File: config.mk
export PLATFORM = sky130hd
export DESIGN_NAME = pva_ctrl
export DESIGN_NICKNAME = d
export VERILOG_FILES = /design/src/hw/rtl/polyphonic_voice_allocator_assert.svh /design/src/hw/rtl/pva_pkg.sv /design/src/hw/rtl/pva_ctrl.sv
export SDC_FILE = /design/constraint.sdc
export NUM_CORES = 1
export LEC_CHECK = 0
export ABC_AREA = 1
export ABC_CLOCK_PERIOD_IN_PS = 2000
export BUFFER_PORTS_ARGS = -buffer_cell sky130_fd_sc_hd__buf_2
export CAP_MARGIN = 30
export CORE_MARGIN = 2
export CORE_UTILIZATION = 31
export DETAILED_ROUTE_END_ITERATION = 8
export PLACE_DENSITY = 0.62
export SKIP_CTS_REPAIR_TIMING = 1
export SYNTH_ARGS = -nofsm -noshare
export SYNTH_HDL_FRONTEND = slang
export SYNTH_SLANG_ARGS = --single-unit
File: constraint.sdc
create_clock -name clk_i -period 2 [get_ports clk_i]
set_input_delay 0.5 -clock clk_i [delete_from_list [all_inputs] [get_ports clk_i]]
set_output_delay 0.5 -clock clk_i [all_outputs]
set_load 0.005 [all_outputs]
File: src/hw/rtl/polyphonic_voice_allocator_assert.svh
// Assertion macros shared by the voice allocator RTL.
`ifndef POLYPHONIC_VOICE_ALLOCATOR_ASSERT_SVH
`define POLYPHONIC_VOICE_ALLOCATOR_ASSERT_SVH

// Same-cycle implication, sampled on clk_i, off while rst_ni is low.
`define PVA_ASSERT_IMPL(lbl, ante, cons) \
  lbl: assert property (@(posedge clk_i) disable iff (!rst_ni) (ante) |-> (cons)) \
    else $error("pva assertion failed");

// Next-cycle implication, sampled on clk_i, off while rst_ni is low.
`define PVA_ASSERT_NEXT(lbl, ante, cons) \
  lbl: assert property (@(posedge clk_i) disable iff (!rst_ni) (ante) |=> (cons)) \
    else $error("pva assertion failed");

`endif

File: src/hw/rtl/pva_pkg.sv
// Shared types, constants and the note frequency function of the voice allocator.
package pva_pkg;

  localparam int VOICES_DEF = 16;
  localparam int KEYS       = 128;
  localparam int KW         = $clog2(KEYS);
  localparam int MAX_NV     = 16;

  typedef enum logic [1:0] {
    K_OFF      = 2'd0,
    K_ASSIGNED = 2'd1,
    K_PENDING  = 2'd2
  } key_state_e;

  typedef enum logic [1:0] {
    V_FREE   = 2'd0,
    V_ACTIVE = 2'd1,
    V_HOLD   = 2'd2
  } voice_state_e;

  typedef enum logic [1:0] {
    KIND_NEW      = 2'd0,
    KIND_RETUNE   = 2'd1,
    KIND_GATE_LOW = 2'd2
  } kind_e;

  localparam logic [3:0] ST_NOTE_OFF = 4'h8;
  localparam logic [3:0] ST_NOTE_ON  = 4'h9;
  localparam logic [3:0] ST_CONTROL  = 4'hB;
  localparam logic [6:0] CC_SUSTAIN  = 7'd64;
  localparam logic [6:0] CC_SOUND_OFF = 7'd120;
  localparam logic [6:0] CC_NOTES_OFF = 7'd123;
  localparam logic [6:0] TOP_NOTE    = 7'd119;

  typedef struct packed {
    key_state_e  st;
    logic [3:0]  voice;
    logic [31:0] ts;
  } key_word_t;

  typedef struct packed {
    logic latch;
    logic rd_n;
    logic rd_old;
    logic rd_scan;
    logic vsel_clr;
    logic vsel_inc;
    logic vsel_from_key;
    logic vsel_from_scan;
    logic vscan_step;
    logic on_pend;
    logic on_wr;
    logic off_hold;
    logic key_n_clr;
    logic scan_clr;
    logic scan_step;
    logic old_clr;
    logic rel_fin;
    logic ao_step;
    logic sus_wr;
  } cmd_t;

  typedef struct packed {
    logic is_on;
    logic is_off;
    logic is_allof;
    logic is_sus_on;
    logic is_sus_off;
    logic key_off;
    logic key_asg;
    logic vact_note;
    logic sustain;
    logic vsel_last;
    logic vsel_hold;
    logic scan_done;
  } sts_t;

  // Semitone steps of A, scaled by 2^15.
  localparam logic [24:0] SEMI [12] = '{
    25'd14417920, 25'd15275254, 25'd16183568, 25'd17145893,
    25'd18165441, 25'd19245614, 25'd20390018, 25'd21602472,
    25'd22887021, 25'd24247954, 25'd25689813, 25'd27217409
  };

  // Q13.11 frequency of a MIDI note; notes above the top one give 0.5 Hz.
  function automatic logic [23:0] note_freq(logic [6:0] n);
    logic [6:0]  m;
    logic [3:0]  oct;
    logic [6:0]  k;
    logic [3:0]  s;
    logic [24:0] half;
    logic [24:0] sum;
    logic [23:0] res;
    m   = n + 7'd3;
    oct = 4'd0;
    for (int i = 1; i <= 10; i++) begin
      if (int'(m) >= 12 * i) oct = oct + 4'd1;
    end
    k    = m - 7'(12 * int'(oct));
    s    = 4'd10 - oct;
    half = (s == 4'd0) ? 25'd0 : (25'd1 << (s - 4'd1));
    sum  = SEMI[k[3:0]] + half;
    res  = 24'(sum >> s);
    if (n > TOP_NOTE) res = 24'd1024;
    return res;
  endfunction

endpackage

File: src/hw/rtl/pva_ctrl.sv
// Sequencer of the voice allocator: walks each message through its steps.
module pva_ctrl
  import pva_pkg::*;
(
  input  logic clk_i,
  input  logic rst_ni,
  input  logic start,
  output logic busy,
  input  sts_t sts_i,
  output cmd_t cmd_o
);

  typedef enum logic [15:0] {
    S_IDLE      = 16'h0001,
    S_DECODE    = 16'h0002,
    S_ON_CHK    = 16'h0004,
    S_VSCAN     = 16'h0008,
    S_VPICK     = 16'h0010,
    S_ON_OLDRD  = 16'h0020,
    S_ON_OLDCHK = 16'h0040,
    S_ON_WR     = 16'h0080,
    S_OFF_CHK   = 16'h0100,
    S_OFF_VCHK  = 16'h0200,
    S_REL_SCAN  = 16'h0400,
    S_REL_OLDRD = 16'h0800,
    S_REL_OLDCK = 16'h1000,
    S_REL_FIN   = 16'h2000,
    S_SUS_SCAN  = 16'h4000,
    S_AO        = 16'h8000
  } state_e;

  state_e state_q, state_d;

  always_ff @(posedge clk_i or negedge rst_ni) begin
    if (!rst_ni) state_q <= S_IDLE;
    else         state_q <= state_d;
  end

  assign busy = (state_q != S_IDLE);

  always_comb begin
    state_d = state_q;
    cmd_o   = '0;
    unique case (state_q)
      S_IDLE: begin
        if (start) begin
          cmd_o.latch = 1'b1;
          state_d     = S_DECODE;
        end
      end
      S_DECODE: begin
        priority if (sts_i.is_on || sts_i.is_off) begin
          cmd_o.rd_n = 1'b1;
          state_d    = sts_i.is_on ? S_ON_CHK : S_OFF_CHK;
        end else if (sts_i.is_allof) begin
          cmd_o.vsel_clr = 1'b1;
          state_d        = S_AO;
        end else if (sts_i.is_sus_on) begin
          cmd_o.sus_wr = 1'b1;
          state_d      = S_IDLE;
        end else if (sts_i.is_sus_off) begin
          cmd_o.sus_wr   = 1'b1;
          cmd_o.vsel_clr = 1'b1;
          state_d        = S_SUS_SCAN;
        end else begin
          state_d = S_IDLE;
        end
      end
      S_ON_CHK: begin
        // drop a repeated note-on
        if (sts_i.key_off) begin
          cmd_o.vsel_clr = 1'b1;
          state_d        = S_VSCAN;
        end else begin
          state_d = S_IDLE;
        end
      end
      S_VSCAN: begin
        cmd_o.vscan_step = 1'b1;
        if (sts_i.vsel_last) state_d = S_VPICK;
        else                 cmd_o.vsel_inc = 1'b1;
      end
      S_VPICK: begin
        cmd_o.vsel_from_scan = 1'b1;
        state_d              = S_ON_OLDRD;
      end
      S_ON_OLDRD: begin
        cmd_o.rd_old = 1'b1;
        state_d      = S_ON_OLDCHK;
      end
      S_ON_OLDCHK: begin
        cmd_o.on_pend = 1'b1;
        state_d       = S_ON_WR;
      end
      S_ON_WR: begin
        cmd_o.on_wr = 1'b1;
        state_d     = S_IDLE;
      end
      S_OFF_CHK: begin
        if (sts_i.key_asg) begin
          cmd_o.vsel_from_key = 1'b1;
          state_d             = S_OFF_VCHK;
        end else begin
          cmd_o.key_n_clr = 1'b1;
          state_d         = S_IDLE;
        end
      end
      S_OFF_VCHK: begin
        priority if (sts_i.vact_note && sts_i.sustain) begin
          cmd_o.off_hold  = 1'b1;
          cmd_o.key_n_clr = 1'b1;
          state_d         = S_IDLE;
        end else if (sts_i.vact_note) begin
          cmd_o.scan_clr = 1'b1;
          state_d        = S_REL_SCAN;
        end else begin
          cmd_o.key_n_clr = 1'b1;
          state_d         = S_IDLE;
        end
      end
      S_REL_SCAN: begin
        // the RAM registers the last key's data behind its read: step once more to weigh it
        cmd_o.scan_step = 1'b1;
        if (sts_i.scan_done) begin
          state_d = S_REL_OLDRD;
        end else begin
          cmd_o.rd_scan = 1'b1;
        end
      end
      S_REL_OLDRD: begin
        cmd_o.rd_old = 1'b1;
        state_d      = S_REL_OLDCK;
      end
      S_REL_OLDCK: begin
        cmd_o.old_clr = 1'b1;
        state_d       = S_REL_FIN;
      end
      S_REL_FIN: begin
        cmd_o.rel_fin = 1'b1;
        priority if (sts_i.is_off) begin
          cmd_o.key_n_clr = 1'b1;
          state_d         = S_IDLE;
        end else if (sts_i.vsel_last) begin
          state_d = S_IDLE;
        end else begin
          cmd_o.vsel_inc = 1'b1;
          state_d        = S_SUS_SCAN;
        end
      end
      S_SUS_SCAN: begin
        priority if (sts_i.vsel_hold) begin
          cmd_o.scan_clr = 1'b1;
          state_d        = S_REL_SCAN;
        end else if (sts_i.vsel_last) begin
          state_d = S_IDLE;
        end else begin
          cmd_o.vsel_inc = 1'b1;
        end
      end
      S_AO: begin
        cmd_o.ao_step = 1'b1;
        if (sts_i.vsel_last) state_d = S_IDLE;
        else                 cmd_o.vsel_inc = 1'b1;
      end
      default: state_d = S_IDLE;
    endcase
  end

endmodule

# After elaboration in Yosys (flattened, before gate mapping)

Cells that the tools add are included.

Reduce and logical (&&, ||, !) cells: 5
Multiplexer cells: 59
Equality and inequality tests: 20

Operators with widths:

| kind                 | count |
|---|---|
| $pmux 16 s15         | 1 |
| $mux 16              | 10 |
| $mux 1               | 38 |
| $mux 15              | 2 |
| $eq 16x1->1 const B  | 1 |
| $eq 16x10->1 const B | 1 |
| $eq 16x11->1 const B | 1 |
| $eq 16x12->1 const B | 1 |
| $eq 16x13->1 const B | 1 |
| $eq 16x14->1 const B | 1 |
| $eq 16x15->1 const B | 1 |
| $eq 16x16->1 const B | 1 |
| $eq 16x2->1 const B  | 1 |
| $eq 16x3->1 const B  | 1 |
| $eq 16x4->1 const B  | 1 |
| $eq 16x5->1 const B  | 1 |
| $eq 16x6->1 const B  | 1 |
| $eq 16x7->1 const B  | 1 |
| $eq 16x8->1 const B  | 1 |
| $eq 16x9->1 const B  | 1 |
| $ne 16x1->1 const B  | 1 |
| $mux 11              | 1 |
| $mux 10              | 1 |
| $mux 9               | 1 |
| other kinds (8)      | 13 |

Logic and storage cells: 85
Bits in registers: 16
Bits of input ports: 15
Output and inout port bits: 20

# Logic depth before layout (Yosys ltp)

Depth in word-level cells: 5
Gate-level depth with buffers: 12
Mapped depth without buffers: 12

# Least setup slack after synthesis

OpenSTA, ideal clock, no wires.

Path type: register to output
From: register state_q[2]
To: output cmd_o[13] in the netlist's numbering
Required time: 1,500 ps
Stages on the path, launching flop included: 9
Path slack: 201 ps
Arrival: 1,299 ps
Buffers on the path: 1
Cell sequence: dfrtp_1 > nor2_2 > nand2_2 > nor2_8 > buf_6 > nand3_2 > o21ai_1 > o21ai_0 > nand2_1

RTL lines:

| element                | RTL line       | text |
|---|---|---|
| start, declared        | pva_ctrl.sv:32 | `state_e state_q, state_d;` |
| start signal, assigned | pva_ctrl.sv:36 | `else state_q <= state_d;` |
| end, declared          | pva_ctrl.sv:10 | `output cmd_t cmd_o` |

==> metrics.txt <==
Worst R2R Setup Slack 180 ps; Pwr Density 733.9 nW/um^2; I/O Buffers 34; biggest regs state_q: 16 flops; Final GP Congestion 0.8732; row count 24; Final ANT Viol Nets 0; Internal Power 978.0 uW; met1 WL 1669 um; cell leakage power 1.248 nW; critical register-to-register path startpoint state_q[15]$_DFFE_PN0P_; # DRC 0; Startpoint Class register; Tcrit/Tclk final 1.083; First-pass DRT Iterations 4; die area 4937 um^2; Comb pwr share 0.574; final hold violations 0; gr ovfl total 0; failing checks negative setup slack; TritonCTS buffer count 3; CTS Buffer Depth 2; Final Util 0.5087; Synth Area in XOR/XNOR 0; f_max 461.7 MHz; Fin Setup TNS -1593 ps; most common flop cell mapped by yosys dfrtp_1; routed wire length on met3 152 um; clk_lat worst skew 260 ps; HPWL after detailed placement 2678 um; Slew @ Worst Pin 407.5 ps; Synth Register Bits 16; area delta synth->final 60.48%; met2 WL 2163 um; commonest non-fill, non-tap cell in the layout inv_1; Post-Synth Adder-Cell Area 0; Rel. slew slack 0.7283; chip height 70.27 um; placeable core area 4294 um^2; Synth Area in Simple Gates 0.5184; CTS root buf clkbuf_8; Critical Path End Type output port; Largest register FFs 16; worst reg2reg endpoint state_q[11]$_DFFE_PN0P_; H-tree levels 1; R2R depth 14; Sw Share 0.3900; WP data required 1500 ps; Synth Area in Compound Gates 0.04596; Setup WS post-layout -166.1 ps; largest net degree at the start of global routing 17; yosys warns 0; fin nets 296; WL final 4030 um; die span in x 70.27 um; I/O pins 35; multiplexer share of the synthesized area 0; CTS tree built; 1st-iter DRT viols 62; detailed-route via count 1,528; largest family of logic cells by synthesized area simple AND/OR/NAND/NOR gates; RSZ-0062 raised after global routing true; Mapped Area 1361 um^2; Max Cap Viol 0; # clock sinks 16; vias in the first global route 1,251; skew final 1.589 ps; Netlist cell types 28; Worst-path clk slew 70 ps; Routed WL per cell 12.14 um; Top Metal Used met4; status finished with violations; layout cells sized above 1 0.4857; Crit Path Max Fanout 6; initial antenna violation count 0; dpl ws 6.953 ps; FFs w/ async S/R, synth 1.000; number of flops mapped to enable cells by yosys 0; first-pass GRT wire length 5423 um; Global Route Usage Sum 0.1386; most frequent cells in the layout inv_1 (40), buf_2 (32), nor2_1 (29), nand2_1 (27), buf_4 (27); Largest Register state_q; Clock power frac 0.185; Mapped Nets 220; final slew viol count 0; Initial Util 0.3170; sequential area share after synthesis 0.2950; worst hold path type input pin to async pin; Synth Area per Inst 6.641 um^2; peak supply drop 0.0005611 V; final setup violating endpoints 17; via density per instance 4.602; ANT cells 0; Syn Inst Count 205; final worst path period need 2166 ps; Worst Path Arrival 1670 ps; register share of total power 0.241; Total Power 1.603 mW; Psw 625.2 uW; Setup CP Type register to output port
[routing by layer]
layer	GRT usage	vias to the layer above
li1	-	785
met2	0.2338	28
met1	0.1777	709
met3	0.03463	6
met5	0	-
met4	0.03205	0
[worst max-delay path by stage]
stage                             from        end  slack, ps  cells past startpoint
4_1_cts        state_q[11]$_DFFE_PN0P_  cmd_o[13]       -290                      8
3_5_place_dp   state_q[11]$_DFFE_PN0P_  cmd_o[13]          7                      8
2_1_floorplan   state_q[2]$_DFFE_PN0P_  cmd_o[13]        200                      8
5_1_grt        state_q[11]$_DFFE_PN0P_  cmd_o[13]       -260                      8
6_report        state_q[2]$_DFFE_PN0P_  cmd_o[15]       -170                      8
3_3_place_gp   state_q[14]$_DFFE_PN0P_   cmd_o[5]         50                      6
[cell usage after synthesis, drive strengths merged (2+ instances only)]
| master | instances | area share |
|---|---|---|
| dfrtp | 15 | 0.28 |
| inv | 48 | 0.13 |
| nand2 | 43 | 0.16 |
| nand3 | 24 | 0.099 |
| nor2 | 48 | 0.19 |
| nor3 | 6 | 0.034 |
| nor4 | 4 | 0.018 |
| o211ai | 3 | 0.017 |
| o21ai | 5 | 0.021 |
| or2 | 2 | 0.0092 |
[final cells by class]
cell class                      instances  area, um^2
Clock buffer                            4       55.05
Fill cell                             400        2110
Inverter                               48       191.4
Multi-Input combinational cell        141       963.4
Sequential cell                        16       402.9
Tap cell                               52       65.06
Timing Repair Buffer                   71       506.7
[worst max-delay path, stage by stage, from the launching register on]
cell and delay (ps):
dfrtp_1 410, nor2_4 170, nand2_4 90, nor2_8 160
buf_6 120, nand2_4 50, or2_1 220, inv_1 70
buf_2 100
[power groups by stage]
stage	Combinational, mW	Sequential [mW]	Clock (mW)
global placement	0.531	0.384	0
CTS	0.535	0.378	0.306
finish	0.921	0.386	0.297
detailed placement	0.533	0.383	0
floorplan	0.382	0.377	0
global route	0.990	0.388	0.315
[cell families after synthesis]
kind of cell    after synthesis
buf+inv                      49
compound gates               10
simple gates                130
flops                        16
[stage by stage]
| step | area [um^2] | hold WS (ps) | cells |
|---|---|---|---|
| floorplan | 1361 | 204.4 | 205 |
| global placement | 1705 | 453.0 | 306 |
| detailed placement | 1705 | 446.6 | 306 |
| CTS | 1760 | 168.5 | 310 |
| global route | 2185 | 193.1 | 332 |
| finish | 2185 | 165.3 | 332 |
No activity file was read; power rests on OpenSTA's default activity.
